$ cat config.mk
export PLATFORM = sky130hd
export DESIGN_NAME = sensor_frame_receiver
export DESIGN_NICKNAME = d
export VERILOG_FILES = /design/src/hdl/sfr_pkg.sv /design/src/hdl/sensor_frame_receiver.sv /design/src/hdl/sfr_ctrl.sv /design/src/hdl/sfr_dpath.sv
export SDC_FILE = /design/constraint.sdc
export NUM_CORES = 1
export LEC_CHECK = 0
export ABC_AREA = 1
export BUFFER_PORTS_ARGS = -buffer_cell sky130_fd_sc_hd__clkbuf_2
export CAP_MARGIN = 20
export CORE_ASPECT_RATIO = 0.75
export CORE_UTILIZATION = 60
export CTS_BUF_LIST = sky130_fd_sc_hd__clkbuf_16
export CTS_CLUSTER_DIAMETER = 30
export DETAILED_ROUTE_END_ITERATION = 16
export PLACE_DENSITY = 0.77
export SYNTH_ARGS = -nofsm -noshare
export SYNTH_HDL_FRONTEND = slang
export SYNTH_SLANG_ARGS = --single-unit
export TNS_END_PERCENT = 100
$ cat constraint.sdc
create_clock -name clock -period 7.8 [get_ports clock]
set_clock_uncertainty 0.15 [all_clocks]
set_input_delay 0.39 -clock clock [delete_from_list [all_inputs] [get_ports clock]]
set_output_delay 0.39 -clock clock [all_outputs]
set_load 0.01 [all_outputs]
$ cat src/hdl/sfr_pkg.sv
`default_nettype none
package sfr_pkg;

   // frame geometry
   localparam int FRAME_BYTES = 32;
   localparam int RAW_WORDS   = (FRAME_BYTES - 6) / 2;
   localparam int DATA_WORDS  = (RAW_WORDS > 13) ? 13 : RAW_WORDS;
   localparam int CNT_W       = $clog2(FRAME_BYTES);
   localparam int MEM_AW      = CNT_W - 1;
   localparam int MEM_WORDS   = (FRAME_BYTES + 1) / 2;

   // field widths
   localparam int BYTE_W      = 8;
   localparam int WORD_W      = 16;
   localparam int IDX_W       = 4;
   localparam int STATUS_W    = 2;
   localparam int CSR_IDX_W   = 1;
   localparam int REQ_TDATA_W = 8;
   localparam int RSP_TDATA_W = 24;

   // first data word sits at byte 4, word address 2
   localparam logic [MEM_AW-1:0] FIRST_WORD_ADDR = MEM_AW'(2);
   localparam logic [IDX_W-1:0]  LAST_WORD_IDX   = IDX_W'(DATA_WORDS - 1);

   // header bytes and register reset values
   localparam logic [BYTE_W-1:0] HDR_FIRST     = 8'h42;
   localparam logic [BYTE_W-1:0] HDR_SECOND    = 8'h4D;
   localparam logic [WORD_W-1:0] RESET_TIMEOUT = 16'd10000;
   localparam logic [WORD_W-1:0] RESET_LENGTH  = 16'd28;

   // register indexes
   localparam logic [CSR_IDX_W-1:0] CSR_TIMEOUT = 1'b0;
   localparam logic [CSR_IDX_W-1:0] CSR_LENGTH  = 1'b1;

   typedef enum logic [STATUS_W-1:0] {
      RS_GOOD     = 2'd0,
      RS_BAD_LEN  = 2'd1,
      RS_BAD_SUM  = 2'd2,
      RS_TIMEOUT  = 2'd3
   } status_type;

   typedef enum logic [1:0] {
      PH_HUNT_FIRST  = 2'd0,
      PH_HUNT_SECOND = 2'd1,
      PH_COLLECT     = 2'd2
   } phase_type;

   typedef enum logic [1:0] {
      CS_IDLE = 2'd0,
      CS_READ = 2'd1,
      CS_LOAD = 2'd2
   } ctrl_state_type;

   // controller to datapath
   typedef struct packed {
      logic              take_item;
      logic              rd_en;
      logic [MEM_AW-1:0] rd_addr;
      logic              load_word;
      logic [IDX_W-1:0]  word_idx;
      logic              word_last;
   } cmd_type;

   // datapath to controller
   typedef struct packed {
      logic out_free;
      logic frame_good;
   } stat_type;

endpackage
`default_nettype wire

$ cat src/hdl/sensor_frame_receiver.sv
`default_nettype none
// Channel  Dir  Handshake                Payload
// req      in   req_tvalid/req_tready    tuser: kind; tdata: rx_byte
// rsp      out  rsp_tvalid/rsp_tready    tuser: status; tdata: word_index, word_value;
//                                        tlast: last
// csr      in   csr_valid/csr_ready      csr_index, csr_data
//
// A byte or tick request is taken in the idle state when the output register is free.
// The final byte of a good frame starts a readout of the stored data words from a
// word memory (13 words for a 32-byte frame): each word is read, then loaded when
// the output register is free, and no request is taken until the last word is loaded.
// Synchronous reset clears counters, phase and control state, not the payload registers
// or frame memory. A stalled rsp_tready holds the output register and blocks requests.
module sensor_frame_receiver
   import sfr_pkg::*;
(
   input  wire logic                   clock,
   input  wire logic                   reset,
   input  wire logic                   req_tvalid,
   output logic                        req_tready,
   input  wire logic [REQ_TDATA_W-1:0] req_tdata,   // [7:0] rx_byte
   input  wire logic                   req_tuser,   // [0] kind
   output logic                        rsp_tvalid,
   input  wire logic                   rsp_tready,
   output logic [RSP_TDATA_W-1:0]      rsp_tdata,   // [3:0] word_index, [19:4] word_value
   output logic [STATUS_W-1:0]         rsp_tuser,   // [1:0] status
   output logic                        rsp_tlast,   // last
   input  wire logic                   csr_valid,
   output logic                        csr_ready,
   input  wire logic [CSR_IDX_W-1:0]   csr_index,
   input  wire logic [WORD_W-1:0]      csr_data
);

   cmd_type           cmd;
   stat_type          stat;
   logic [IDX_W-1:0]  rsp_idx;
   logic [WORD_W-1:0] rsp_value;

   assign csr_ready = 1'b1;

   sfr_ctrl u_ctrl (
      .clock      (clock),
      .reset      (reset),
      .req_tvalid (req_tvalid),
      .req_tready (req_tready),
      .stat       (stat),
      .cmd        (cmd)
   );

   sfr_dpath u_dpath (
      .clock      (clock),
      .reset      (reset),
      .req_kind   (req_tuser),
      .req_byte   (req_tdata[BYTE_W-1:0]),
      .cmd        (cmd),
      .stat       (stat),
      .csr_valid  (csr_valid),
      .csr_index  (csr_index),
      .csr_data   (csr_data),
      .rsp_tready (rsp_tready),
      .rsp_valid  (rsp_tvalid),
      .rsp_status (rsp_tuser),
      .rsp_idx    (rsp_idx),
      .rsp_value  (rsp_value),
      .rsp_last   (rsp_tlast)
   );

   // pack result fields, lowest first
   assign rsp_tdata = {{(RSP_TDATA_W - IDX_W - WORD_W){1'b0}}, rsp_value, rsp_idx};

endmodule
`default_nettype wire

$ cat src/hdl/sfr_ctrl.sv
`default_nettype none
module sfr_ctrl
   import sfr_pkg::*;
(
   input  wire logic     clock,
   input  wire logic     reset,
   input  wire logic     req_tvalid,
   output logic          req_tready,
   input  wire stat_type stat,
   output cmd_type       cmd
);

   ctrl_state_type   state_ff, state_in;
   logic [IDX_W-1:0] word_ff, word_in;

   // state register
   always_ff @(posedge clock) begin
      if (reset) begin
         state_ff <= CS_IDLE;
         word_ff  <= '0;
      end else begin
         state_ff <= state_in;
         word_ff  <= word_in;
      end
   end

   // next state and commands
   always_comb begin
      state_in      = state_ff;
      word_in       = word_ff;
      req_tready    = 1'b0;
      cmd.take_item = 1'b0;
      cmd.rd_en     = 1'b0;
      cmd.rd_addr   = FIRST_WORD_ADDR + MEM_AW'(word_ff);
      cmd.load_word = 1'b0;
      cmd.word_idx  = word_ff;
      cmd.word_last = (word_ff == LAST_WORD_IDX);
      unique case (state_ff)
         CS_IDLE: begin
            // a request may produce a result, so the output register must be free
            req_tready    = stat.out_free;
            cmd.take_item = req_tvalid && stat.out_free;
            if (cmd.take_item && stat.frame_good) begin
               word_in  = '0;
               state_in = CS_READ;
            end
         end
         CS_READ: begin
            cmd.rd_en = 1'b1;
            state_in  = CS_LOAD;
         end
         CS_LOAD: begin
            if (stat.out_free) begin
               cmd.load_word = 1'b1;
               if (word_ff == LAST_WORD_IDX) begin
                  state_in = CS_IDLE;
               end else begin
                  word_in  = word_ff + 1'b1;
                  state_in = CS_READ;
               end
            end
         end
         default: begin
            state_in = CS_IDLE;
         end
      endcase
   end

endmodule
`default_nettype wire

$ cat src/hdl/sfr_dpath.sv
`default_nettype none
module sfr_dpath
   import sfr_pkg::*;
(
   input  wire logic                 clock,
   input  wire logic                 reset,
   input  wire logic                 req_kind,
   input  wire logic [BYTE_W-1:0]    req_byte,
   input  wire cmd_type              cmd,
   output stat_type                  stat,
   input  wire logic                 csr_valid,
   input  wire logic [CSR_IDX_W-1:0] csr_index,
   input  wire logic [WORD_W-1:0]    csr_data,
   input  wire logic                 rsp_tready,
   output logic                      rsp_valid,
   output logic [STATUS_W-1:0]       rsp_status,
   output logic [IDX_W-1:0]          rsp_idx,
   output logic [WORD_W-1:0]         rsp_value,
   output logic                      rsp_last
);

   // frame state
   phase_type         phase_ff, phase_in;
   logic [CNT_W-1:0]  count_ff, count_in;
   logic [WORD_W-1:0] sum_ff, sum_in;
   logic [WORD_W-1:0] tick_ff, tick_in;
   logic [WORD_W-1:0] len_ff, len_in;
   logic [BYTE_W-1:0] hi_ff, hi_in;
   logic [WORD_W-1:0] timeout_ff, timeout_in;
   logic [WORD_W-1:0] length_ff, length_in;

   // output register
   logic              out_valid_ff, out_valid_in;
   status_type        out_status_ff, out_status_in;
   logic [IDX_W-1:0]  out_idx_ff, out_idx_in;
   logic [WORD_W-1:0] out_value_ff, out_value_in;
   logic              out_last_ff, out_last_in;

   // word store, high byte first
   logic [WORD_W-1:0] mem [MEM_WORDS];
   logic [WORD_W-1:0] rd_data_ff;
   logic              mem_we;

   logic [WORD_W-1:0] tick_inc;
   logic [WORD_W-1:0] limit;
   logic              timeout_hit;
   logic              is_final;
   logic [WORD_W-1:0] rx_word;
   logic              len_bad;
   logic              sum_bad;
   logic              res_load;
   status_type        res_status;
   logic [WORD_W-1:0] res_value;

   assign tick_inc    = tick_ff + 1'b1;
   assign limit       = (timeout_ff == '0) ? WORD_W'(1) : timeout_ff;
   assign timeout_hit = (tick_inc >= limit);
   assign is_final    = !req_kind && (phase_ff == PH_COLLECT) &&
                        (count_ff == CNT_W'(FRAME_BYTES - 1));
   assign rx_word     = {hi_ff, req_byte};
   assign len_bad     = (len_ff != length_ff);
   assign sum_bad     = (sum_ff != rx_word);

   assign stat.out_free   = !out_valid_ff || rsp_tready;
   assign stat.frame_good = is_final && !len_bad && !sum_bad;

   // frame parsing
   always_comb begin
      phase_in   = phase_ff;
      count_in   = count_ff;
      sum_in     = sum_ff;
      tick_in    = tick_ff;
      len_in     = len_ff;
      hi_in      = hi_ff;
      mem_we     = 1'b0;
      res_load   = 1'b0;
      res_status = RS_TIMEOUT;
      res_value  = '0;
      if (cmd.take_item) begin
         if (req_kind) begin
            if (timeout_hit) begin
               res_load   = 1'b1;
               res_status = RS_TIMEOUT;
               res_value  = (phase_ff == PH_HUNT_SECOND || phase_ff == PH_COLLECT) ?
                            WORD_W'(count_ff) : '0;
               phase_in   = PH_HUNT_FIRST;
               count_in   = '0;
               sum_in     = '0;
               tick_in    = '0;
            end else begin
               tick_in = tick_inc;
            end
         end else begin
            unique case (phase_ff)
               PH_HUNT_SECOND: begin
                  // a wrong second byte is not retried as a first byte
                  if (req_byte == HDR_SECOND) begin
                     phase_in = PH_COLLECT;
                     count_in = CNT_W'(2);
                     sum_in   = WORD_W'(HDR_FIRST) + WORD_W'(HDR_SECOND);
                  end else begin
                     phase_in = PH_HUNT_FIRST;
                     count_in = '0;
                  end
               end
               PH_COLLECT: begin
                  hi_in  = req_byte;
                  mem_we = count_ff[0];
                  if (count_ff == CNT_W'(3)) begin
                     len_in = rx_word;
                  end
                  if (count_ff < CNT_W'(FRAME_BYTES - 2)) begin
                     sum_in = sum_ff + WORD_W'(req_byte);
                  end
                  if (is_final) begin
                     phase_in = PH_HUNT_FIRST;
                     count_in = '0;
                     sum_in   = '0;
                     tick_in  = '0;
                     if (len_bad) begin
                        res_load   = 1'b1;
                        res_status = RS_BAD_LEN;
                        res_value  = len_ff;
                     end else if (sum_bad) begin
                        res_load   = 1'b1;
                        res_status = RS_BAD_SUM;
                        res_value  = sum_ff;
                     end
                  end else begin
                     count_in = count_ff + 1'b1;
                  end
               end
               default: begin
                  if (req_byte == HDR_FIRST) begin
                     phase_in = PH_HUNT_SECOND;
                     count_in = CNT_W'(1);
                  end else begin
                     phase_in = PH_HUNT_FIRST;
                     count_in = '0;
                  end
               end
            endcase
         end
      end
   end

   // register writes
   always_comb begin
      timeout_in = timeout_ff;
      length_in  = length_ff;
      if (csr_valid) begin
         unique case (csr_index)
            CSR_TIMEOUT: timeout_in = csr_data;
            CSR_LENGTH:  length_in  = csr_data;
         endcase
      end
   end

   // output register load
   always_comb begin
      out_valid_in  = out_valid_ff && !rsp_tready;
      out_status_in = out_status_ff;
      out_idx_in    = out_idx_ff;
      out_value_in  = out_value_ff;
      out_last_in   = out_last_ff;
      priority if (res_load) begin
         out_valid_in  = 1'b1;
         out_status_in = res_status;
         out_idx_in    = '0;
         out_value_in  = res_value;
         out_last_in   = 1'b1;
      end else if (cmd.load_word) begin
         out_valid_in  = 1'b1;
         out_status_in = RS_GOOD;
         out_idx_in    = cmd.word_idx;
         out_value_in  = rd_data_ff;
         out_last_in   = cmd.word_last;
      end
   end

   // control registers
   always_ff @(posedge clock) begin
      if (reset) begin
         phase_ff     <= PH_HUNT_FIRST;
         count_ff     <= '0;
         sum_ff       <= '0;
         tick_ff      <= '0;
         timeout_ff   <= RESET_TIMEOUT;
         length_ff    <= RESET_LENGTH;
         out_valid_ff <= 1'b0;
      end else begin
         phase_ff     <= phase_in;
         count_ff     <= count_in;
         sum_ff       <= sum_in;
         tick_ff      <= tick_in;
         timeout_ff   <= timeout_in;
         length_ff    <= length_in;
         out_valid_ff <= out_valid_in;
      end
   end

   // payload registers
   always_ff @(posedge clock) begin
      len_ff        <= len_in;
      hi_ff         <= hi_in;
      out_status_ff <= out_status_in;
      out_idx_ff    <= out_idx_in;
      out_value_ff  <= out_value_in;
      out_last_ff   <= out_last_in;
   end

   // word memory: written on each odd byte, read one word per controller read command
   always_ff @(posedge clock) begin
      if (mem_we) begin
         mem[count_ff[CNT_W-1:1]] <= rx_word;
      end
      if (cmd.rd_en) begin
         rd_data_ff <= mem[cmd.rd_addr];
      end
   end

   assign rsp_valid  = out_valid_ff;
   assign rsp_status = out_status_ff;
   assign rsp_idx    = out_idx_ff;
   assign rsp_value  = out_value_ff;
   assign rsp_last   = out_last_ff;

endmodule
`default_nettype wire

Word-level counts from Yosys, hierarchy flattened
Memory sizes are Yosys's and may differ from the RTL's. A register that Yosys moved wholly into a read port is not among the register bits.
Cells that the tools add are included.
{ "word_totals": {"ff_bits": 125, "ram_bits": 256, "inputBits": 31, "out_inout_bits": 30, "elab_cells": 142, "n_memories": 1} }
{ "op_classes": {"addsub": 5, "order_cmp": 2, "eq_ne": 18, "muxes": 68, "bitwise_logic": 2, "reduce_logical": 31} }
{ "mem_list": {"columns": ["memory", "words", "word_bits", "read_ports", "rd_ports_with_merged_regs", "wr", "line", "rtl"], "rows": [
  ["u_dpath.mem", 16, 16, 1, 1, 1, "sfr_dpath.sv:40", "logic [WORD_W-1:0] mem [MEM_WORDS];"]
]} }
{ "op_table": {"columns": ["cell", "count"], "rows": [
  ["$mux W16", 19],
  ["$ne A16 B16 Y1", 2],
  ["$pmux W16 S2", 1],
  ["$mux W2", 14],
  ["$mux W1", 23],
  ["$mux W5", 4],
  ["$add A16 B1 Y16 const B", 1],
  ["$add A16 B8 Y16", 1],
  ["$eq A8 B7 Y1 const B", 2],
  ["$ge A16 B16 Y1", 1],
  ["$logic_not A16 Y1", 1],
  ["$mux W4", 3],
  ["$pmux W5 S2", 1],
  ["$reduce_and A3 Y1", 3],
  ["$pmux W4 S2", 1],
  ["$reduce_and A2 Y1", 4],
  ["$reduce_and A4 Y1", 2],
  ["$reduce_bool A2 Y1", 4],
  ["$logic_and A1 B1 Y1", 7],
  ["$ne A2 B1 Y1 const B", 3],
  ["$pmux W2 S3", 1],
  ["$add A5 B1 Y5 const B", 1],
  ["$eq A5 B2 Y1 const B", 1],
  ["$eq A5 B5 Y1 const B", 1],
  ["17 further kinds", 25]
]} }

Logic depth before layout (Yosys ltp)
{ "depth": {"depth_word": 8, "ltp_mapped": 22} }

Hierarchy
A second synthesis with hierarchy kept.
{ "unflattened": {"cells_unflattened": 1759, "area_unflattened_um2": 18068.6} }
{ "by_module_without_submodules": {"columns": ["mod", "n_inst", "cells_per_inst", "area_each_um2", "seq_area_each_um2"], "rows": [
  ["sfr_dpath", 1, 1689, 17590.6, 10970.5],
  ["sfr_ctrl", 1, 63, 432.9, 120.1],
  ["sensor_frame_receiver", 1, 7, 45.0, 0.0]
]} }

Worst setup path after synthesis
No wires, ideal clock.
{ "synth_path": {"path_type": "reg-to-reg", "startpoint": "register u_dpath.tick_ff[0]", "endpoint": "register u_dpath.out_status_ff[0] (netlist: u_dpath.rsp_status[0]), enable pin", "setup_ps": 375, "arrival_ps": 2928, "t_required_ps": 7275, "setup_slack_ps": 4347, "stages_incl_launch_ff": 21, "path_buffers": 1, "synth_period_minus_slack_ps": 3453, "cell_sequence": "dfxtp_1 -> ha_1 -> nand2_1 -> nor2_1 -> nand2_1 -> nor2_1 -> nand4_1 -> xor2_1 -> inv_1 -> ha_1 -> nand2_1 -> inv_1 -> o21ai_0 -> a21oi_1 -> nor2_1 -> nand2_2 -> nand2_4 -> inv_2 -> nand2_2 -> buf_4 -> nand2_1"} }
{ "synth_between": {"elab_chain_len": 6} }
{ "synth_rtl": {"columns": ["element", "line", "rtl"], "rows": [
  ["start, declared", "sfr_dpath.sv:26", "logic [WORD_W-1:0] tick_ff, tick_in;"],
  ["start signal, assigned", "sfr_dpath.sv:195", "tick_ff <= tick_in;"],
  ["$add A16 B1 Y16", "sfr_dpath.sv:55", "assign tick_inc = tick_ff + 1'b1;"],
  ["$ge A16 B16 Y1", "sfr_dpath.sv:57", "assign timeout_hit = (tick_inc >= limit);"],
  ["$mux W1", "sfr_dpath.sv:81", "if (timeout_hit) begin"],
  ["$mux W1", "sfr_dpath.sv:80", "if (req_kind) begin"],
  ["$mux W1", "sfr_dpath.sv:79", "if (cmd.take_item) begin"],
  ["$reduce_bool A2 Y1 (no source line)", null, null],
  ["end signal, assigned", "sfr_dpath.sv:206", "out_status_ff <= out_status_in;"],
  ["end, declared", "sfr_dpath.sv:34", "status_type out_status_ff, out_status_in;"]
]} }
Every way passes these cells.
A chain may end at the register's enable or synchronous reset.

Worst setup path in the final report
{ "layout_path": {"startpoint": "register u_dpath.tick_ff[0]", "endpoint": "register u_dpath.out_value_ff[4] (netlist: u_dpath.rsp_value[4]), enable pin"} }
{ "layout_between": {"elab_chain_len": 6} }
{ "layout_rtl": {"columns": ["element", "line", "rtl"], "rows": [
  ["$add A16 B1 Y16", "sfr_dpath.sv:55", null],
  ["$ge A16 B16 Y1", "sfr_dpath.sv:57", null],
  ["$mux W1", "sfr_dpath.sv:81", null],
  ["$mux W1", "sfr_dpath.sv:80", null],
  ["$mux W1", "sfr_dpath.sv:79", null],
  ["$reduce_bool A2 Y1 (no source line)", null, null],
  ["end signal, assigned", "sfr_dpath.sv:208", "out_value_ff <= out_value_in;"],
  ["end, declared", "sfr_dpath.sv:36", "logic [WORD_W-1:0] out_value_ff, out_value_in;"]
]} }
Every way passes these cells.

==> impl_metrics.env <==
export IMPL_async_reset_ff_frac=0
export IMPL_cts_setup_buffers=0
export IMPL_fin_crit_sh=0.538
export IMPL_clkPwrFrac=0.517
export IMPL_worstPathCellList="ha_1 -> nand2_1 -> nor2_1 -> nand2_1 -> nor2_1 -> nand4_1 -> xor2_1 -> inv_1 -> ha_1 -> nand2_1 -> inv_1 -> o21ai_0 -> a21oi_1 -> nor2_1 -> nand2_2 -> nand2_4 -> inv_2 -> nand2_2 -> nand2_1"
export IMPL_cts_sinks=397
export IMPL_rows=54
export IMPL_drc_errors=0
export IMPL_hold_buffers=17
export IMPL_cp_required_ns=7.86
export IMPL_start_util=0.610
export IMPL_seq_area_sq_um=11100
export IMPL_power_density_nw_per_um2=252
export IMPL_min_delay_start="csr_index"
export IMPL_reg2reg_from="u_dpath.tick_ff[0]$_SDFFE_PP0P_"
export IMPL_final_nets=1922
export IMPL_grt_pass1_vias=12300
export IMPL_syn_cell_area_sq_um=17700
export IMPL_p_sw_mw=1.17
export IMPL_vias=13600
export IMPL_postSynthAreaPerCell_sq_um=9.96
export IMPL_synth_flop_cell="edfxtp_1"
export IMPL_final_layout_size_suffix_gt1_frac=0.114
export IMPL_ff2ff_path_depth=19
export IMPL_setup_viol=0
export IMPL_start_kind="flop"
export IMPL_grt_max_degree=107
export IMPL_multi_input_area_sq_um=5680
export IMPL_crit_top_cell="nand2_1"
export IMPL_place_detailed_hpwl_mm=29.8
export IMPL_final_common_cell="nand2_1"
export IMPL_outcome="completed"
export IMPL_drtPass1Iterations=6
export IMPL_ys_ff_latch=397
export IMPL_postCtsResizedCells=0
export IMPL_fill_cells=2047
export IMPL_postSynthCellCount=1778
export IMPL_period_minus_slack_ns=4.20
export IMPL_relSlewSlack=0.245
export IMPL_grt_overflow_total=0
export IMPL_wirelength_mm=47.9
export IMPL_fp_coreArea_sq_um=29100
export IMPL_ant_nets=0
export IMPL_gp_congestion=0.941
export IMPL_synth_cell_types=44
export IMPL_grt_pass1_wl_mm=71.2
export IMPL_holdCritPathClass="primary input to flop"
export IMPL_critPathSlowestCell="nand2_1"
export IMPL_cp_num_cells=19
export IMPL_seqPwrFrac=0.446
export IMPL_crit_buf_inv=3
export IMPL_mostFrequentLayoutCells="nand2_1 (340), edfxtp_1 (314), nor2_1 (262), o21ai_0 (181), inv_1 (165)"
export IMPL_fp_dieH_microns=151
export IMPL_ys_seq_area_frac=0.626
export IMPL_setup_tns_ns=0
export IMPL_hold_viol_final=0
export IMPL_vdd_drop_max_v=0.000211
export IMPL_clock_fmax_mhz=238
export IMPL_first_iter_violations=1664
export IMPL_top_level_ports=61
export IMPL_internal_power_mw=4.02
export IMPL_crit_start="u_dpath.tick_ff[0]$_SDFFE_PP0P_"
export IMPL_detail_route_vias_per_cell=5.91
export IMPL_worst_pin_slew_ns=1.13
export IMPL_power_leakage_nw=7.88
export IMPL_p_comb_frac=0.038
export IMPL_cp_arrival_ns=4.26
export IMPL_io_buffer_count=55
export IMPL_ys_warn_count=0
export IMPL_antenna_found_initial=1
export IMPL_rsz0062_at_grt="no"
export IMPL_path_max_fanout=21
export IMPL_slew_violations=0
export IMPL_grt_use_total=0.316
export IMPL_whs_path_depth=4
export IMPL_design_area_sq_um=20600
export IMPL_clockBufferDepth=3
export IMPL_path_delay_family="simple AND/OR/NAND/NOR gates"
export IMPL_htreeDepth=2
export IMPL_wl_per_cell_microns=20.8
export IMPL_slowest_delay_ns=0.67
export IMPL_chipWidth_microns=200
export IMPL_areaGrowthSynthToFinish_pct=16.2
export IMPL_post_dp_cell_area_sq_um=18400
export IMPL_cp_end_kind="flop"
export IMPL_swShare=0.225
export IMPL_cts_tree="built"
export IMPL_final_core_utilization=0.708
export IMPL_criticalPathCategory="flop to flop"
export IMPL_maxCapViolations=0
export IMPL_synth_enable_flop_cells=314
export IMPL_root_buffer="clkbuf_16"
export IMPL_cts_made_buffers=58
export IMPL_clkLatencyLatePin_ns=0.58
export IMPL_fp_dieArea_sq_um=30200
export IMPL_clk_pin_slew_ns=0.06
-- cells by family after synthesis --
group | after synthesis | share of synthesized area
buf+inv | 250 | 0.0560
fa+ha+maj | 33 | 0.0237
flops | 397 | 0.626
simple gates | 716 | 0.164
compound gates | 362 | 0.121
other cells | 2 | 0.000424
xor+xnor | 18 | 0.00890
-- cells in the mapped netlist, types with 7 or more instances --
library cell  instances  area share
o221ai_1             44       0.022
a21oi_1              70       0.020
o22ai_1              20      0.0071
clkbuf_1             62       0.013
nor2_1              277       0.059
ha_1                 32       0.023
nand3_1              54       0.015
o21ai_0             181       0.051
nor3_1               13      0.0037
xnor2_1               7      0.0035
buf_4                 8      0.0034
inv_1               165       0.035
nand4_1              11      0.0039
o211ai_1             29       0.012
edfxtp_1            314        0.53
xor2_1               11      0.0054
dfxtp_1              83       0.094
nand2_1             340       0.072
-- power groups by stage --
stage / clock [mW] / sequential (mW) / combinational [mW]
floorplan: 0 / 2.35 / 0.117
detailed placement: 0 / 2.35 / 0.180
CTS: 2.70 / 2.31 / 0.188
finish: 2.68 / 2.31 / 0.195
global route: 2.78 / 2.31 / 0.213
global placement: 0 / 2.35 / 0.176
-- routing by layer --
layer / track usage / wire (microns) / vias up
li1: - / - / 6293
met1: 0.466 / 20200 / 6457
met2: 0.450 / 20500 / 761
met3: 0.0869 / 5920 / 92
met4: 0.115 / 1340 / 0
met5: 0 / 0 / -
-- worst min-delay path, stage by stage --
cell      delay [ns]
clkbuf_2        0.09
nor2_1          0.16
nand2_1         0.10
o211ai_1        0.07
-- final cells by class --
cell class,count,share of cell area
multi-input cells,1134,0.276
well taps,392,0.0238
clock inverters,50,0.0267
repair buffers,95,0.0311
flip-flops and latches,397,0.539
inverters,172,0.0314
clock buffers,59,0.0717
diodes,1,0.000122
-- state kept, by name, indices dropped and copies added (netlist names) --
signal and cells:
u_dpath.count_ff 5, u_dpath.phase_ff 2, u_dpath.length_ff 16, u_dpath.sum_ff 16, u_dpath.mem 256, u_ctrl.word_ff 4, u_dpath.rsp_status 2, u_dpath.rsp_valid 1
u_dpath.hi_ff 8, u_dpath.timeout_ff 16, u_dpath.rsp_value 16, u_ctrl.state_ff 2, u_dpath.rsp_idx 4, u_dpath.len_ff 16, u_dpath.tick_ff 16, u_dpath.rsp_last 1
u_dpath.rd_data_ff 16
-- path summary, 6_finish.rpt --
kind                                   endpoint  slack [ns]
max              u_dpath.rsp_value[4]$_DFFE_PP_        3.60
max reg2reg      u_dpath.rsp_value[4]$_DFFE_PP_        3.60
min reg2reg     u_dpath.rsp_idx[1]$_SDFFE_PN0P_        0.31
min          u_dpath.timeout_ff[8]$_SDFFE_PP1P_        0.13
-- per-stage QoR --
stage                     hold slack (ns)  worst slack, ns  std cells  power, mW
after floorplan                     0.294             4.35       1781       2.46
after global placement              0.300             3.75       2170       2.53
after detailed placement            0.304             3.66       2171       2.53
after CTS                           0.104             3.64       2297       5.19
after global routing                0.151             3.23       2299       5.30
final                               0.133             3.60       2300       5.18
Power figures use the tool's default switching activity.
